File: config.mk
export PLATFORM = sky130hd
export DESIGN_NAME = differential_drive_odometry_top
export DESIGN_NICKNAME = d
export VERILOG_FILES = /design/src/rtl/ddo_pkg.sv /design/src/rtl/differential_drive_odometry_top.sv /design/src/rtl/ddo_mul.sv /design/src/rtl/ddo_cordic.sv
export SDC_FILE = /design/constraint.sdc
export NUM_CORES = 2
export LEC_CHECK = 0
export BUFFER_PORTS_ARGS = -buffer_cell sky130_fd_sc_hd__buf_2
export CELL_PAD_IN_SITES_DETAIL_PLACEMENT = 1
export CELL_PAD_IN_SITES_GLOBAL_PLACEMENT = 2
export CORE_MARGIN = 8
export CORE_UTILIZATION = 41
export DETAILED_ROUTE_END_ITERATION = 8
export PLACE_DENSITY = 0.79
export SLEW_MARGIN = 20
export SYNTH_ARGS = -nofsm -noshare
export SYNTH_HDL_FRONTEND = slang
export SYNTH_SLANG_ARGS = --single-unit
File: constraint.sdc
create_clock -name aclk -period 13.1 [get_ports aclk]
set_clock_uncertainty 0.2 [all_clocks]
set_input_delay 1.965 -clock aclk [delete_from_list [all_inputs] [get_ports aclk]]
set_output_delay 1.965 -clock aclk [all_outputs]
set_load 0.1 [all_outputs]
File: src/rtl/ddo_pkg.sv
// Shared types, constants and the arctangent table of the odometry block.
// Depends on nothing.
package ddo_pkg;

    localparam int CORDIC_ITERATIONS = 16;
    localparam int ATAN_ENTRIES      = 24;
    localparam int CORDIC_STEPS      = (CORDIC_ITERATIONS > ATAN_ENTRIES) ?
                                       ATAN_ENTRIES : CORDIC_ITERATIONS;
    localparam int REDUCE_STEPS      = 10;

    // Angles in Q3.29
    localparam logic signed [33:0] PI_Q29      = 34'sd1686629713;
    localparam logic signed [33:0] TWO_PI_Q29  = 34'sd3373259426;
    localparam logic signed [33:0] HALF_PI_Q29 = 34'sd843314857;
    localparam logic [41:0]        TWO_PI_WIDE = 42'd3373259426;

    localparam logic signed [19:0] CORDIC_K_Q16 = 20'sd39797;

    // Configuration register indexes
    typedef enum logic [1:0] {
        CFG_DIST_PER_COUNT  = 2'd0,
        CFG_ANGLE_PER_COUNT = 2'd1,
        CFG_HEADING_GAIN    = 2'd2,
        CFG_TICKS_PER_SEC   = 2'd3
    } cfg_index_t;

    // Sequencer states
    typedef enum logic [3:0] {
        ST_IDLE,
        ST_MUL_TURN,
        ST_DELTA,
        ST_MUL_ANG,
        ST_MUL_MID,
        ST_MUL_DIST,
        ST_CAPTURE,
        ST_REDUCE,
        ST_RANGE,
        ST_FOLD,
        ST_CORDIC,
        ST_MUL_X,
        ST_MUL_Y,
        ST_POS_Y,
        ST_FINISH
    } state_t;

    // Control of the shared multiplier
    typedef struct packed {
        logic en;
        logic first;
    } mul_ctrl_t;

    // Status of the CORDIC unit
    typedef struct packed {
        logic busy;
        logic done;
    } cordic_stat_t;

    // atan(2^-i) in Q30
    function automatic logic [29:0] atan_q30(input logic [4:0] idx);
        logic [29:0] v;
        case (idx)
            5'd0:  v = 30'h3243F6A8;
            5'd1:  v = 30'h1DAC6705;
            5'd2:  v = 30'h0FADBAFC;
            5'd3:  v = 30'h07F56EA6;
            5'd4:  v = 30'h03FEAB76;
            5'd5:  v = 30'h01FFD55B;
            5'd6:  v = 30'h00FFFAAA;
            5'd7:  v = 30'h007FFF55;
            5'd8:  v = 30'h003FFFEA;
            5'd9:  v = 30'h001FFFFD;
            5'd10: v = 30'h000FFFFF;
            5'd11: v = 30'h0007FFFF;
            5'd12: v = 30'h0003FFFF;
            5'd13: v = 30'h0001FFFF;
            5'd14: v = 30'h0000FFFF;
            5'd15: v = 30'h00007FFF;
            5'd16: v = 30'h00003FFF;
            5'd17: v = 30'h00001FFF;
            5'd18: v = 30'h00000FFF;
            5'd19: v = 30'h000007FF;
            5'd20: v = 30'h000003FF;
            5'd21: v = 30'h000001FF;
            5'd22: v = 30'h000000FF;
            5'd23: v = 30'h0000007F;
            default: v = 30'h0;
        endcase
        return v;
    endfunction

endpackage

File: src/rtl/differential_drive_odometry_top.sv
// Odometry top: the block cannot take a new request before it is through with the
// last one. The sequencer makes six passes through the shared multiplier, a
// 10-step angle reduction and a CORDIC pass. s_ready is high only while the
// sequencer is idle; a stalled result holds the sequencer in its last state.
// Synchronous active-low reset clears heading, position and the configuration
// registers to their defaults; outputs go invalid.
module differential_drive_odometry_top (
    input  logic                aclk,
    input  logic                aresetn,
    // configuration
    input  logic                cfg_wr_en,
    input  logic [1:0]          cfg_index,
    input  logic [23:0]         cfg_wdata,
    // input requests
    input  logic                s_valid,
    output logic                s_ready,
    input  logic signed [7:0]   s_right_count,
    input  logic signed [7:0]   s_left_count,
    input  logic signed [1:0]   s_right_cmd_sign,
    input  logic signed [1:0]   s_left_cmd_sign,
    // results
    output logic                m_valid,
    input  logic                m_ready,
    output logic signed [47:0]  m_pos_x,
    output logic signed [47:0]  m_pos_y,
    output logic signed [8:0]   m_lin_halves,
    output logic signed [31:0]  m_turn_rate,
    output logic signed [31:0]  m_mid_heading,
    output logic signed [31:0]  m_wrapped_heading
);

    ddo_pkg::state_t state_reg, state_next;
    logic            phase_reg;
    logic [3:0]      k_reg;

    // configuration registers
    logic [23:0] dist_per_count_reg;
    logic [23:0] angle_per_count_reg;
    logic [23:0] heading_gain_reg;
    logic [15:0] ticks_per_sec_reg;

    // state
    logic signed [31:0] heading_reg;
    logic signed [47:0] pos_x_reg;
    logic signed [47:0] pos_y_reg;

    // working registers
    logic signed [8:0]  sum_reg;
    logic signed [10:0] dist_reg;
    logic signed [9:0]  turn_reg;
    logic signed [31:0] delta_reg;
    logic signed [32:0] mid_reg;
    logic signed [32:0] newh_reg;
    logic signed [31:0] hnew_reg;
    logic signed [31:0] ang_reg;
    logic signed [41:0] theta_reg;
    logic signed [34:0] p_reg;
    logic        [41:0] rem_reg;
    logic               tneg_reg;
    logic signed [33:0] r_reg;
    logic               fold_reg;
    logic signed [19:0] c_reg, s_reg;
    logic signed [30:0] dx_reg, dy_reg;

    logic                  m_valid_reg;
    logic signed [47:0]    out_pos_x_reg, out_pos_y_reg;
    logic signed [8:0]     out_lin_reg;
    logic signed [31:0]    out_ang_reg, out_mid_reg, out_wrap_reg;

    // shared units
    ddo_pkg::mul_ctrl_t    mul_ctrl;
    logic signed [35:0]    mul_a;
    logic signed [25:0]    mul_b;
    logic signed [61:0]    mul_acc;
    logic                  cordic_start;
    logic signed [33:0]    cordic_z;
    ddo_pkg::cordic_stat_t cordic_stat;
    logic signed [19:0]    cordic_cos, cordic_sin;

    ddo_mul u_mul (
        .aclk    (aclk),
        .ctrl    (mul_ctrl),
        .mul_a   (mul_a),
        .mul_b   (mul_b),
        .mul_acc (mul_acc)
    );

    ddo_cordic u_cordic (
        .aclk    (aclk),
        .aresetn (aresetn),
        .start   (cordic_start),
        .z_in    (cordic_z),
        .stat    (cordic_stat),
        .cos_out (cordic_cos),
        .sin_out (cordic_sin)
    );

    // Input decode
    logic               rp, rn, lp, ln;
    logic signed [8:0]  in_sum, in_diff;
    logic signed [10:0] in_dist;
    logic signed [9:0]  in_turn;
    logic               accept_in;
    logic               out_free;

    always_comb begin
        rp      = (s_right_cmd_sign == 2'sd1);
        rn      = s_right_cmd_sign[1];
        lp      = (s_left_cmd_sign == 2'sd1);
        ln      = s_left_cmd_sign[1];
        in_sum  = 9'(s_right_count) + 9'(s_left_count);
        in_diff = 9'(s_right_count) - 9'(s_left_count);
        in_dist = '0;
        in_turn = '0;
        if (rp && lp) begin
            in_dist = 11'(in_sum);
        end else if (rn && ln) begin
            in_dist = -11'(in_sum);
        end else if (rn && lp) begin
            in_dist = -(11'(in_diff) <<< 1);
            in_turn = -10'(in_sum);
        end else if (rp && ln) begin
            in_dist = 11'(in_diff) <<< 1;
            in_turn = 10'(in_sum);
        end
    end

    assign accept_in = s_valid && s_ready;
    assign out_free  = !m_valid_reg || m_ready;

    // Rounding and saturation of accumulator results, heading wrap, angle fold and position sums
    logic signed [61:0] acc_rnd3, acc_rnd13, acc_rnd16, acc_rnd25;
    logic signed [48:0] ang_wide;
    logic signed [31:0] ang_sat;
    logic signed [33:0] newh_wrap;
    logic signed [31:0] newh_sat;
    logic signed [41:0] theta_abs;
    logic        [41:0] reduce_sub;
    logic signed [33:0] rem_s;
    logic signed [33:0] r_fold;
    logic               fold_flag;
    logic signed [48:0] pos_y_sum;
    logic signed [47:0] pos_y_sat;
    logic signed [48:0] pos_x_sum;
    logic signed [47:0] pos_x_sat;
    logic signed [32:0] mid_out;

    always_comb begin
        acc_rnd3  = mul_acc + 62'sd4;
        acc_rnd13 = mul_acc + 62'sd4096;
        acc_rnd16 = mul_acc + 62'sd32768;
        acc_rnd25 = mul_acc + 62'sd16777216;

        ang_wide = acc_rnd13[61:13];
        if (!ang_wide[48] && (|ang_wide[47:31])) begin
            ang_sat = 32'sh7FFFFFFF;
        end else if (ang_wide[48] && !(&ang_wide[47:31])) begin
            ang_sat = 32'sh80000000;
        end else begin
            ang_sat = ang_wide[31:0];
        end

        // heading wrap by one turn, then clamp
        if (34'(newh_reg) > ddo_pkg::PI_Q29) begin
            newh_wrap = 34'(newh_reg) - ddo_pkg::TWO_PI_Q29;
        end else if (34'(newh_reg) < -ddo_pkg::PI_Q29) begin
            newh_wrap = 34'(newh_reg) + ddo_pkg::TWO_PI_Q29;
        end else begin
            newh_wrap = 34'(newh_reg);
        end
        if (!newh_wrap[33] && (|newh_wrap[32:31])) begin
            newh_sat = 32'sh7FFFFFFF;
        end else if (newh_wrap[33] && !(&newh_wrap[32:31])) begin
            newh_sat = 32'sh80000000;
        end else begin
            newh_sat = newh_wrap[31:0];
        end

        theta_abs  = theta_reg[41] ? -theta_reg : theta_reg;
        reduce_sub = ddo_pkg::TWO_PI_WIDE << k_reg;

        // remainder back to signed range [-pi, pi]
        rem_s = $signed({2'b0, rem_reg[31:0]});
        if (rem_s > ddo_pkg::PI_Q29) begin
            r_fold = tneg_reg ? ddo_pkg::TWO_PI_Q29 - rem_s : rem_s - ddo_pkg::TWO_PI_Q29;
        end else begin
            r_fold = tneg_reg ? -rem_s : rem_s;
        end

        // fold into [-pi/2, pi/2]
        fold_flag = 1'b0;
        cordic_z  = r_reg <<< 1;
        if (r_reg > ddo_pkg::HALF_PI_Q29) begin
            fold_flag = 1'b1;
            cordic_z  = (r_reg - ddo_pkg::PI_Q29) <<< 1;
        end else if (r_reg < -ddo_pkg::HALF_PI_Q29) begin
            fold_flag = 1'b1;
            cordic_z  = (r_reg + ddo_pkg::PI_Q29) <<< 1;
        end

        pos_x_sum = 49'(pos_x_reg) + 49'(dx_reg);
        if (!pos_x_sum[48] && pos_x_sum[47]) begin
            pos_x_sat = 48'sh7FFFFFFFFFFF;
        end else if (pos_x_sum[48] && !pos_x_sum[47]) begin
            pos_x_sat = 48'sh800000000000;
        end else begin
            pos_x_sat = pos_x_sum[47:0];
        end
        pos_y_sum = 49'(pos_y_reg) + 49'(dy_reg);
        if (!pos_y_sum[48] && pos_y_sum[47]) begin
            pos_y_sat = 48'sh7FFFFFFFFFFF;
        end else if (pos_y_sum[48] && !pos_y_sum[47]) begin
            pos_y_sat = 48'sh800000000000;
        end else begin
            pos_y_sat = pos_y_sum[47:0];
        end

        mid_out = mid_reg;
    end

    // Next state
    always_comb begin
        state_next = state_reg;
        case (state_reg)
            ddo_pkg::ST_IDLE:     if (accept_in) state_next = ddo_pkg::ST_MUL_TURN;
            ddo_pkg::ST_MUL_TURN: if (phase_reg) state_next = ddo_pkg::ST_DELTA;
            ddo_pkg::ST_DELTA:    state_next = ddo_pkg::ST_MUL_ANG;
            ddo_pkg::ST_MUL_ANG:  if (phase_reg) state_next = ddo_pkg::ST_MUL_MID;
            ddo_pkg::ST_MUL_MID:  if (phase_reg) state_next = ddo_pkg::ST_MUL_DIST;
            ddo_pkg::ST_MUL_DIST: if (phase_reg) state_next = ddo_pkg::ST_CAPTURE;
            ddo_pkg::ST_CAPTURE:  state_next = ddo_pkg::ST_REDUCE;
            ddo_pkg::ST_REDUCE:   if (k_reg == 4'd0) state_next = ddo_pkg::ST_RANGE;
            ddo_pkg::ST_RANGE:    state_next = ddo_pkg::ST_FOLD;
            ddo_pkg::ST_FOLD:     state_next = ddo_pkg::ST_CORDIC;
            ddo_pkg::ST_CORDIC:   if (cordic_stat.done) state_next = ddo_pkg::ST_MUL_X;
            ddo_pkg::ST_MUL_X:    if (phase_reg) state_next = ddo_pkg::ST_MUL_Y;
            ddo_pkg::ST_MUL_Y:    if (phase_reg) state_next = ddo_pkg::ST_POS_Y;
            ddo_pkg::ST_POS_Y:    state_next = ddo_pkg::ST_FINISH;
            ddo_pkg::ST_FINISH:   if (out_free) state_next = ddo_pkg::ST_IDLE;
            default:              state_next = ddo_pkg::ST_IDLE;
        endcase
    end

    // Outputs of the sequencer
    always_comb begin
        s_ready      = 1'b0;
        mul_ctrl     = '{en: 1'b0, first: !phase_reg};
        mul_a        = '0;
        mul_b        = '0;
        cordic_start = 1'b0;
        case (state_reg)
            ddo_pkg::ST_IDLE: s_ready = 1'b1;
            ddo_pkg::ST_MUL_TURN: begin
                mul_ctrl.en = 1'b1;
                mul_a       = 36'(turn_reg);
                mul_b       = $signed({2'b0, angle_per_count_reg});
            end
            ddo_pkg::ST_MUL_ANG: begin
                mul_ctrl.en = 1'b1;
                mul_a       = 36'(delta_reg);
                mul_b       = $signed({10'b0, ticks_per_sec_reg});
            end
            ddo_pkg::ST_MUL_MID: begin
                mul_ctrl.en = 1'b1;
                mul_a       = 36'(mid_reg);
                mul_b       = $signed({2'b0, heading_gain_reg});
            end
            ddo_pkg::ST_MUL_DIST: begin
                mul_ctrl.en = 1'b1;
                mul_a       = 36'(dist_reg);
                mul_b       = $signed({2'b0, dist_per_count_reg});
            end
            ddo_pkg::ST_FOLD: cordic_start = 1'b1;
            ddo_pkg::ST_MUL_X: begin
                mul_ctrl.en = 1'b1;
                mul_a       = 36'(p_reg);
                mul_b       = 26'(c_reg);
            end
            ddo_pkg::ST_MUL_Y: begin
                mul_ctrl.en = 1'b1;
                mul_a       = 36'(p_reg);
                mul_b       = 26'(s_reg);
            end
            default: ;
        endcase
    end

    // Control registers
    always_ff @(posedge aclk) begin
        if (!aresetn) begin
            state_reg   <= ddo_pkg::ST_IDLE;
            phase_reg   <= 1'b0;
            m_valid_reg <= 1'b0;
        end else begin
            state_reg <= state_next;
            phase_reg <= mul_ctrl.en ? !phase_reg : 1'b0;
            if (state_reg == ddo_pkg::ST_FINISH && out_free) begin
                m_valid_reg <= 1'b1;
            end else if (m_ready) begin
                m_valid_reg <= 1'b0;
            end
        end
    end

    // Configuration and odometry state
    always_ff @(posedge aclk) begin
        if (!aresetn) begin
            dist_per_count_reg  <= 24'd2738400;
            angle_per_count_reg <= 24'd2105180;
            heading_gain_reg    <= 24'd380764;
            ticks_per_sec_reg   <= 16'd200;
            heading_reg         <= '0;
            pos_x_reg           <= '0;
            pos_y_reg           <= '0;
        end else begin
            if (cfg_wr_en) begin
                case (ddo_pkg::cfg_index_t'(cfg_index))
                    ddo_pkg::CFG_DIST_PER_COUNT:  dist_per_count_reg  <= cfg_wdata;
                    ddo_pkg::CFG_ANGLE_PER_COUNT: angle_per_count_reg <= cfg_wdata;
                    ddo_pkg::CFG_HEADING_GAIN:    heading_gain_reg    <= cfg_wdata;
                    ddo_pkg::CFG_TICKS_PER_SEC:   ticks_per_sec_reg   <= cfg_wdata[15:0];
                    default: ;
                endcase
            end
            if (state_reg == ddo_pkg::ST_MUL_Y && phase_reg) begin
                pos_x_reg <= pos_x_sat;
            end
            if (state_reg == ddo_pkg::ST_FINISH && out_free) begin
                pos_y_reg   <= pos_y_sat;
                heading_reg <= hnew_reg;
            end
        end
    end

    // Working datapath
    always_ff @(posedge aclk) begin
        case (state_reg)
            ddo_pkg::ST_IDLE: begin
                sum_reg  <= in_sum;
                dist_reg <= in_dist;
                turn_reg <= in_turn;
            end
            ddo_pkg::ST_DELTA: delta_reg <= acc_rnd3[34:3];
            ddo_pkg::ST_MUL_ANG: begin
                mid_reg  <= 33'(heading_reg) + 33'(delta_reg >>> 1);
                newh_reg <= 33'(heading_reg) + 33'(delta_reg);
            end
            ddo_pkg::ST_MUL_MID: begin
                if (!phase_reg) begin
                    ang_reg  <= ang_sat;
                    hnew_reg <= newh_sat;
                end
            end
            ddo_pkg::ST_MUL_DIST: if (!phase_reg) theta_reg <= acc_rnd16[57:16];
            ddo_pkg::ST_CAPTURE: begin
                p_reg    <= mul_acc[34:0];
                rem_reg  <= theta_abs;
                tneg_reg <= theta_reg[41];
                k_reg    <= 4'(ddo_pkg::REDUCE_STEPS - 1);
            end
            ddo_pkg::ST_REDUCE: begin
                if (rem_reg >= reduce_sub) begin
                    rem_reg <= rem_reg - reduce_sub;
                end
                k_reg <= k_reg - 4'd1;
            end
            ddo_pkg::ST_RANGE: r_reg <= r_fold;
            ddo_pkg::ST_FOLD:  fold_reg <= fold_flag;
            ddo_pkg::ST_CORDIC: begin
                c_reg <= fold_reg ? -cordic_cos : cordic_cos;
                s_reg <= fold_reg ? -cordic_sin : cordic_sin;
            end
            ddo_pkg::ST_MUL_Y: if (!phase_reg) dx_reg <= acc_rnd25[55:25];
            ddo_pkg::ST_POS_Y: dy_reg <= acc_rnd25[55:25];
            default: ;
        endcase
    end

    // Result register
    always_ff @(posedge aclk) begin
        if (state_reg == ddo_pkg::ST_FINISH && out_free) begin
            out_pos_x_reg <= pos_x_reg;
            out_pos_y_reg <= pos_y_sat;
            out_lin_reg   <= sum_reg;
            out_ang_reg   <= ang_reg;
            if (!mid_out[32] && mid_out[31]) begin
                out_mid_reg <= 32'sh7FFFFFFF;
            end else if (mid_out[32] && !mid_out[31]) begin
                out_mid_reg <= 32'sh80000000;
            end else begin
                out_mid_reg <= mid_out[31:0];
            end
            out_wrap_reg  <= hnew_reg;
        end
    end

    assign m_valid           = m_valid_reg;
    assign m_pos_x           = out_pos_x_reg;
    assign m_pos_y           = out_pos_y_reg;
    assign m_lin_halves      = out_lin_reg;
    assign m_turn_rate       = out_ang_reg;
    assign m_mid_heading     = out_mid_reg;
    assign m_wrapped_heading = out_wrap_reg;

endmodule

File: src/rtl/ddo_mul.sv
// Shared signed multiplier: 36-bit operand times a 26-bit operand in two
// 13-bit halves, low half first, into a 62-bit accumulator. Uses ddo_pkg.
module ddo_mul (
    input  logic                  aclk,
    input  ddo_pkg::mul_ctrl_t    ctrl,
    input  logic signed [35:0]    mul_a,
    input  logic signed [25:0]    mul_b,
    output logic signed [61:0]    mul_acc
);

    logic signed [61:0] acc_reg;
    logic signed [61:0] acc_next;
    logic signed [13:0] b_part;
    logic signed [49:0] prod;
    logic signed [61:0] prod_ext;

    // Low half unsigned, high half carries the sign
    always_comb begin
        b_part   = ctrl.first ? $signed({1'b0, mul_b[12:0]}) :
                                $signed({mul_b[25], mul_b[25:13]});
        prod     = mul_a * b_part;
        prod_ext = {{12{prod[49]}}, prod};
        acc_next = ctrl.first ? prod_ext : acc_reg + (prod_ext <<< 13);
    end

    always_ff @(posedge aclk) begin
        if (ctrl.en) begin
            acc_reg <= acc_next;
        end
    end

    assign mul_acc = acc_reg;

endmodule

File: src/rtl/ddo_cordic.sv
// Iterative rotation-mode CORDIC, one micro-rotation per cycle, Q16 outputs.
// Uses ddo_pkg for the step count, start gain and arctangent table.
module ddo_cordic (
    input  logic                   aclk,
    input  logic                   aresetn,
    input  logic                   start,
    input  logic signed [33:0]     z_in,
    output ddo_pkg::cordic_stat_t  stat,
    output logic signed [19:0]     cos_out,
    output logic signed [19:0]     sin_out
);

    logic               busy_reg, busy_next;
    logic               done_reg, done_next;
    logic        [4:0]  i_reg;
    logic signed [19:0] x_reg, y_reg;
    logic signed [33:0] z_reg;
    logic signed [19:0] sh_x, sh_y;
    logic signed [33:0] atan_v;
    logic               last;

    // One micro-rotation
    always_comb begin
        sh_x   = x_reg >>> i_reg;
        sh_y   = y_reg >>> i_reg;
        atan_v = $signed({4'b0, ddo_pkg::atan_q30(i_reg)});
        last   = (i_reg == 5'(ddo_pkg::CORDIC_STEPS - 1));
    end

    // Control
    always_comb begin
        busy_next = busy_reg;
        done_next = 1'b0;
        if (start) begin
            busy_next = 1'b1;
        end else if (busy_reg && last) begin
            busy_next = 1'b0;
            done_next = 1'b1;
        end
    end

    always_ff @(posedge aclk) begin
        if (!aresetn) begin
            busy_reg <= 1'b0;
            done_reg <= 1'b0;
        end else begin
            busy_reg <= busy_next;
            done_reg <= done_next;
        end
    end

    // Datapath
    always_ff @(posedge aclk) begin
        if (start) begin
            x_reg <= ddo_pkg::CORDIC_K_Q16;
            y_reg <= '0;
            z_reg <= z_in;
            i_reg <= '0;
        end else if (busy_reg) begin
            if (!z_reg[33]) begin
                x_reg <= x_reg - sh_y;
                y_reg <= y_reg + sh_x;
                z_reg <= z_reg - atan_v;
            end else begin
                x_reg <= x_reg + sh_y;
                y_reg <= y_reg - sh_x;
                z_reg <= z_reg + atan_v;
            end
            i_reg <= i_reg + 5'd1;
        end
    end

    assign stat    = '{busy: busy_reg, done: done_reg};
    assign cos_out = x_reg;
    assign sin_out = y_reg;

endmodule

Yosys cells after proc, flatten, opt, wreduce, memory -nomap -nowiden
Memories as Yosys holds them, arrays and structs flattened. A register that Yosys moved wholly into a read port is not among the register bits. Cells that the tools add are included.

Bitwise logic cells: 2. Multiply operators: 1. Shifts and indexed selects: 3. Order comparisons: 6. $add $sub $neg: 33. Reduce and logical (&&, ||, !) cells: 56. Muxes and demuxes: 57. Equality and inequality tests: 31.

Operator list (count): $mux W34 (10); $mux W48 (4); $pmux W36 S5 (1); $pmux W26 S6 (1); $add A48 B31 Y49 (2); $mux W32 (3); $mux W42 (2); $pmux W42 S2 (1); $mux W20 (4); $add A62 B14 Y62 const B (1); $add A62 B62 Y62 (1); $mux W62 (1); $pmux W4 S15 (1); $add A58 B17 Y58 const B (1); $add A56 B26 Y56 const B (1); $mul A36 B14 Y50 (1); $mux W11 (4); $ge A42 B42 Y1 (1); $neg A42 Y42 (1); $shl A32 B4 Y42 const A (1); $sub A42 B42 Y42 (1); $add A20 B20 Y20 (2); $mux W4 (10); $neg A20 Y20 (2); 53 further kinds (132).

Memories: 1. Logic and storage cells: 232. Output and inout port bits: 203. Input bits: 51. Flip-flop bits (word level): 1019. ROM bits: 960.

Memories: (no name shown) (depth 32, bits a word 30, rd ports 1, clocked after memory_dff 1, wr ports 0, RTL line ddo_pkg.sv:61) `case (idx)`.

Logic depth before layout (Yosys ltp)
Word-level depth: 7. Gate-level depth with buffers: 47. Depth with buffers taken out: 43.

Modules after synthesis
From an unflattened synthesis, not the netlist that was laid out.

Cells, all modules: 9351. Area total of the unflattened synthesis: 86321.5 sq um.

Modules (own cells, without submodules): differential_drive_odometry_top (sequential area each 24083.1 sq um, area each 52285.1 sq um, cells each 5455, instances 1); ddo_mul (sequential area each 1861.8 sq um, area each 22336.4 sq um, cells each 2488, instances 1); ddo_cordic (sequential area each 2562.5 sq um, area each 11700.0 sq um, cells each 1408, instances 1).

Worst setup path before layout
No wires, ideal clock.

Kind: reg-to-reg. Start point: register state_reg[0]. End point: register u_mul.acc_reg[59] (netlist: u_mul.mul_acc[59]) (data pin). Arrival time: 10945 ps. Period minus slack after synthesis: 11399 ps. Setup slack: 1701 ps. Required time: 12646 ps. Buffers on the path: 4. Stages on the path, launching flop included: 39. Library setup time: 254 ps. Cells stage by stage: dfxtp_1 -> clkbuf_1 -> nand2_1 -> nor2_1 -> clkbuf_1 -> buf_1 -> a22oi_1 -> nand3_1 -> nand2_1 -> fa_1 -> inv_1 -> fa_1 -> fa_1 -> fa_1 -> fa_1 -> inv_1 -> fa_1 -> inv_1 -> (+3 left out) -> o21bai_1 -> o21ai_0 -> a31oi_1 -> a31o_2 -> a31o_2 -> xor2_1 -> ha_1 -> clkbuf_1 -> a21o_1 -> a21o_1 -> a21o_1 -> a21oi_1 -> nor2b_1 -> o21ai_0 -> nand2b_1 -> a221o_1 -> xnor2_1 -> a21o_1.

Cells in the longest elaborated chain, start to end: 6. Elaborated cells between the ends (all ways): 13. Those cells by class: 1 x add/sub; 1 x mul; 6 x eq/ne; 4 x mux; 1 x reduce/logical.

Ends and longest elaborated chain: start, declared (RTL line differential_drive_odometry_top.sv:32) `ddo_pkg::state_t state_reg, state_next;`; start signal, assigned (RTL line differential_drive_odometry_top.sv:291) `state_reg <= ddo_pkg::ST_IDLE;`; start signal, assigned (RTL line differential_drive_odometry_top.sv:295) `state_reg <= state_next;`; $eq A4 B4 Y1, or another cell as far along (RTL line differential_drive_odometry_top.sv:251) `case (state_reg)`; $pmux W26 S6 or $reduce_or A2 Y1 (tied branches); $mux W14 or $pmux W36 S5 (tied branches) (RTL line ddo_mul.sv:19, differential_drive_odometry_top.sv:251); $mul A36 B14 Y50 (*) (RTL line ddo_mul.sv:21) `prod = mul_a * b_part;`; $add A62 B62 Y62 (RTL line ddo_mul.sv:23) `acc_next = ctrl.first ? prod_ext : acc_reg + (prod_ext <<< 13);`; $mux W62 (*) (RTL line ddo_mul.sv:23); named net u_mul.acc_next[59] (RTL line ddo_mul.sv:12) `logic signed [61:0] acc_next;`; end signal, assigned (RTL line ddo_mul.sv:28) `acc_reg <= acc_next;`; end, declared (RTL line ddo_mul.sv:11) `logic signed [61:0] acc_reg;`.

The timed path passes the listed nets; every way through them passes the cells marked *. A chain may end at the register's enable or synchronous reset.

Final worst setup path
Start point: register state_reg[1]. End point: register u_mul.acc_reg[61] (netlist: u_mul.mul_acc[61]) (data pin).

The elaborated chain is that of the path after synthesis.

==> out/metrics.cfg <==
[status]
status=complete, no violations

[clocking]
clk_pin_slew_worst_paths_ns=0.06
cts_num_sinks=1049
worstSkewPairLatency_ns=0.83
clock-root-buffer=clkbuf_16
cts_buffer_depth=3
post_cts_buffers=0
cts_tree=done
htreeDepth=4
cts_buffers=130

[synth]
netlist_instances=9218
syn_nets=10220
ys_ff_latch=1049
ys_types=90
ys.flop_type=edfxtp_1
synth_edf_count=750
synth_area_per_cell_um2=9.11
yosysWarnings=0
synth_seq_area_share_pct=33.9
async_reset_ff_share_pct=0
netlist_area_um2=84000

[timing]
maxSlewViolCount=0
finalSetupViolCount=0
worstMarginPinSlew_ns=1.02
period_needed_ns=12.32
fmax_mhz=81.2
rsz0062_at_grt=false
tns_ns=0
setup_ws_ns=0.780
max_slew_margin_pct=31.6
hold_violations=0
finalCritPeriodShare_pct=94.0

[routing]
drt_iter0_drc=5511
drt-met1-wl_um=134000
ant_nets=0
top_layer=met5
via_per_inst=5.80
routed-wl-met2_um=139000
wl_per_cell_um=24.9
routed_wl_um=299000
num_vias=69850
drc_errors=0
wl_met3_um=15700
drt-pass1-iter-count=5

[placement]
dp_hpwl_um=231000
numPortBuffers=253
post-place-ws_ns=0.803
place.gp.congestion=0.913

[min_path]
hold_path_depth=0
hp-start=ang_reg[17]
holdPathEnd=m_turn_rate[17]
hold_path_class=flip-flop to flip-flop

[die]
dieArea_um2=220000
fp-row-count=166
die_w_um=469
coreArea_um2=204000
pin_count=254
initial_utilization_pct=41.1
die_height_um=469

[finish]
drive_gt1_share_pct=8.15
final_cell_mix=1,128 x nand2_1, 876 x nor2_1, 750 x edfxtp_1
post-route-util_pct=45.2
largest_reg_flops=62
final_common_cell=nand2_1
area_growth_pct=9.95
nets=10239

[critical_path]
worst_r2r_endpoint=u_mul.mul_acc[61]
crit_path_frequent_cell=fa_1
cp-end-kind=flip-flop
worstReg2RegStart=state_reg[1]
r2r_slack_ns=0.78
start_kind=flip-flop
cpPeakStageDelay_ns=0.78
cpMaxStageDelayCell=a31oi_4
critPathMaxFanout=22
crit_type=flip-flop to flip-flop
cp_data_required_time_ns=13.43
reg2reg_depth=43
cp_data_arrival_time_ns=12.65

[global_route]
grt_max_degree=109
grt_pass1_wl_um=455000
grt_antenna_before_repair=24
grt.total_usage_pct=26.7
grt_pass1_vias=72718
grt_overflow_total=0

[pwr]
p_leak_uw=0.0382
seqPwrFrac_pct=27.3
p_sw_uw=7660
swShare_pct=45.2
comb_power_share_pct=50.8
ir_drop_uv=155
intPower_uw=9300
p_per_area_nw_per_um2=184
p_clk_share_pct=21.9

[flow_run]
drv_cap=0

-- Yosys cell counts (all sizes together) (26+ instances only) --
cell type | count | share of area, %
o211ai | 33 | 0.30
and2 | 75 | 0.56
xnor2 | 463 | 4.8
or3 | 63 | 0.49
a21oi | 675 | 4.0
o31ai | 58 | 0.53
xor2 | 269 | 2.8
nor4 | 37 | 0.28
fa | 462 | 11
nand3 | 205 | 1.2
clkbuf | 427 | 1.9
nor2b | 74 | 0.55
mux2i | 69 | 0.82
a21o | 214 | 1.9
maj3 | 33 | 0.39
a31oi | 86 | 0.64
buf | 62 | 0.31
a22oi | 99 | 0.89
o21ai | 541 | 3.2
edfxtp | 750 | 27
nand4 | 73 | 0.54
nand2b | 90 | 0.67
a211oi | 63 | 0.56
ha | 489 | 7.3
o21bai | 69 | 0.62
nor3 | 135 | 0.80
and3 | 82 | 0.61
or4 | 26 | 0.25
mux2 | 28 | 0.38
nand2 | 1128 | 5.0
o21a | 80 | 0.72
dfxtp | 299 | 7.1
mux4 | 50 | 1.3
or2 | 26 | 0.19
nor2 | 886 | 4.0
inv | 672 | 3.0
-- final cells by class --
type,count,area (um2)
Antenna cell,11,27.5
Inverter,677,2550
Multi-Input combinational cell,7003,51300
Fill cell,23313,112000
Clock buffer,168,3500
Timing Repair Buffer,376,2210
Clock inverter,73,870
Tap cell,2688,3360
Sequential cell,1049,28500
-- per-stage QoR --
stage          total power [uW]  hold WS (ns)  cells  area (um2)
4_1_cts                   17000         0.209  12034       92300
2_1_floorplan             10300         0.200   9218       84000
5_1_grt                   18000         0.221  12044       92300
6_report                  17000         0.204  12045       92300
3_5_place_dp              13200         0.205  11793       87900
3_3_place_gp              13000         0.205  11793       87900
-- layer usage --
layer | up-vias | track usage [%]
li1 | 32182 | -
met1 | 35441 | 36.4
met2 | 1787 | 43.5
met3 | 436 | 3.91
met4 | 4 | 9.10
met5 | - | 0
-- how the worst max path moves through the flow --
stage	startpoint	endpoint	slack, ns	cells after the start
6_report	state_reg[1]	u_mul.mul_acc[61]	0.78	43
5_1_grt	state_reg[1]	u_mul.mul_acc[61]	0.05	40
4_1_cts	state_reg[1]	u_mul.mul_acc[61]	0.74	35
3_5_place_dp	state_reg[1]	u_mul.mul_acc[61]	0.80	35
3_3_place_gp	state_reg[3]	u_mul.mul_acc[60]	1.15	43
2_1_floorplan	state_reg[0]	u_mul.mul_acc[59]	1.70	38
-- logic make-up (layout without fill, tap and decap cells) --
| family | after synthesis | in the layout | synth area share [%] |
|---|---|---|---|
| AO/OA/AOI/OAI | 2173 | 2173 | 16.1 |
| XOR/XNOR | 732 | 732 | 7.63 |
| adder cells (fa/ha/maj) | 984 | 984 | 18.7 |
| buffers and inverters | 1166 | 1294 | 5.25 |
| flip-flops | 1049 | 1049 | 33.9 |
| multiplexers | 147 | 147 | 2.54 |
| other | 0 | 11 | 0 |
| AND/OR/NAND/NOR | 2967 | 2967 | 15.8 |
-- power by group through the flow --
stage / registers, uW / clock network (uW) / logic [uW]
2_1_floorplan: 4310 / 0 / 5990
3_3_place_gp: 4670 / 0 / 8320
3_5_place_dp: 4680 / 0 / 8510
4_1_cts: 4610 / 3800 / 8560
5_1_grt: 4640 / 3910 / 9410
6_report: 4630 / 3710 / 8610
-- timing repair --
item,CTS,global route
endpoints found under the setup margin,0,2
hold buffers,0,0
endpoints found under the hold margin,0,0
resized for setup,0,3
-- worst max-delay path: cells and delay by family (launching register included) --
kind / cells / cell delay [ns]
fa+ha+maj: 8 / 3.96
simple gates: 9 / 1.92
xor+xnor: 3 / 0.43
flops: 1 / 0.69
buf+inv: 6 / 0.74
compound gates: 17 / 4.06
Note: power is estimated with default switching activity, not from simulation.
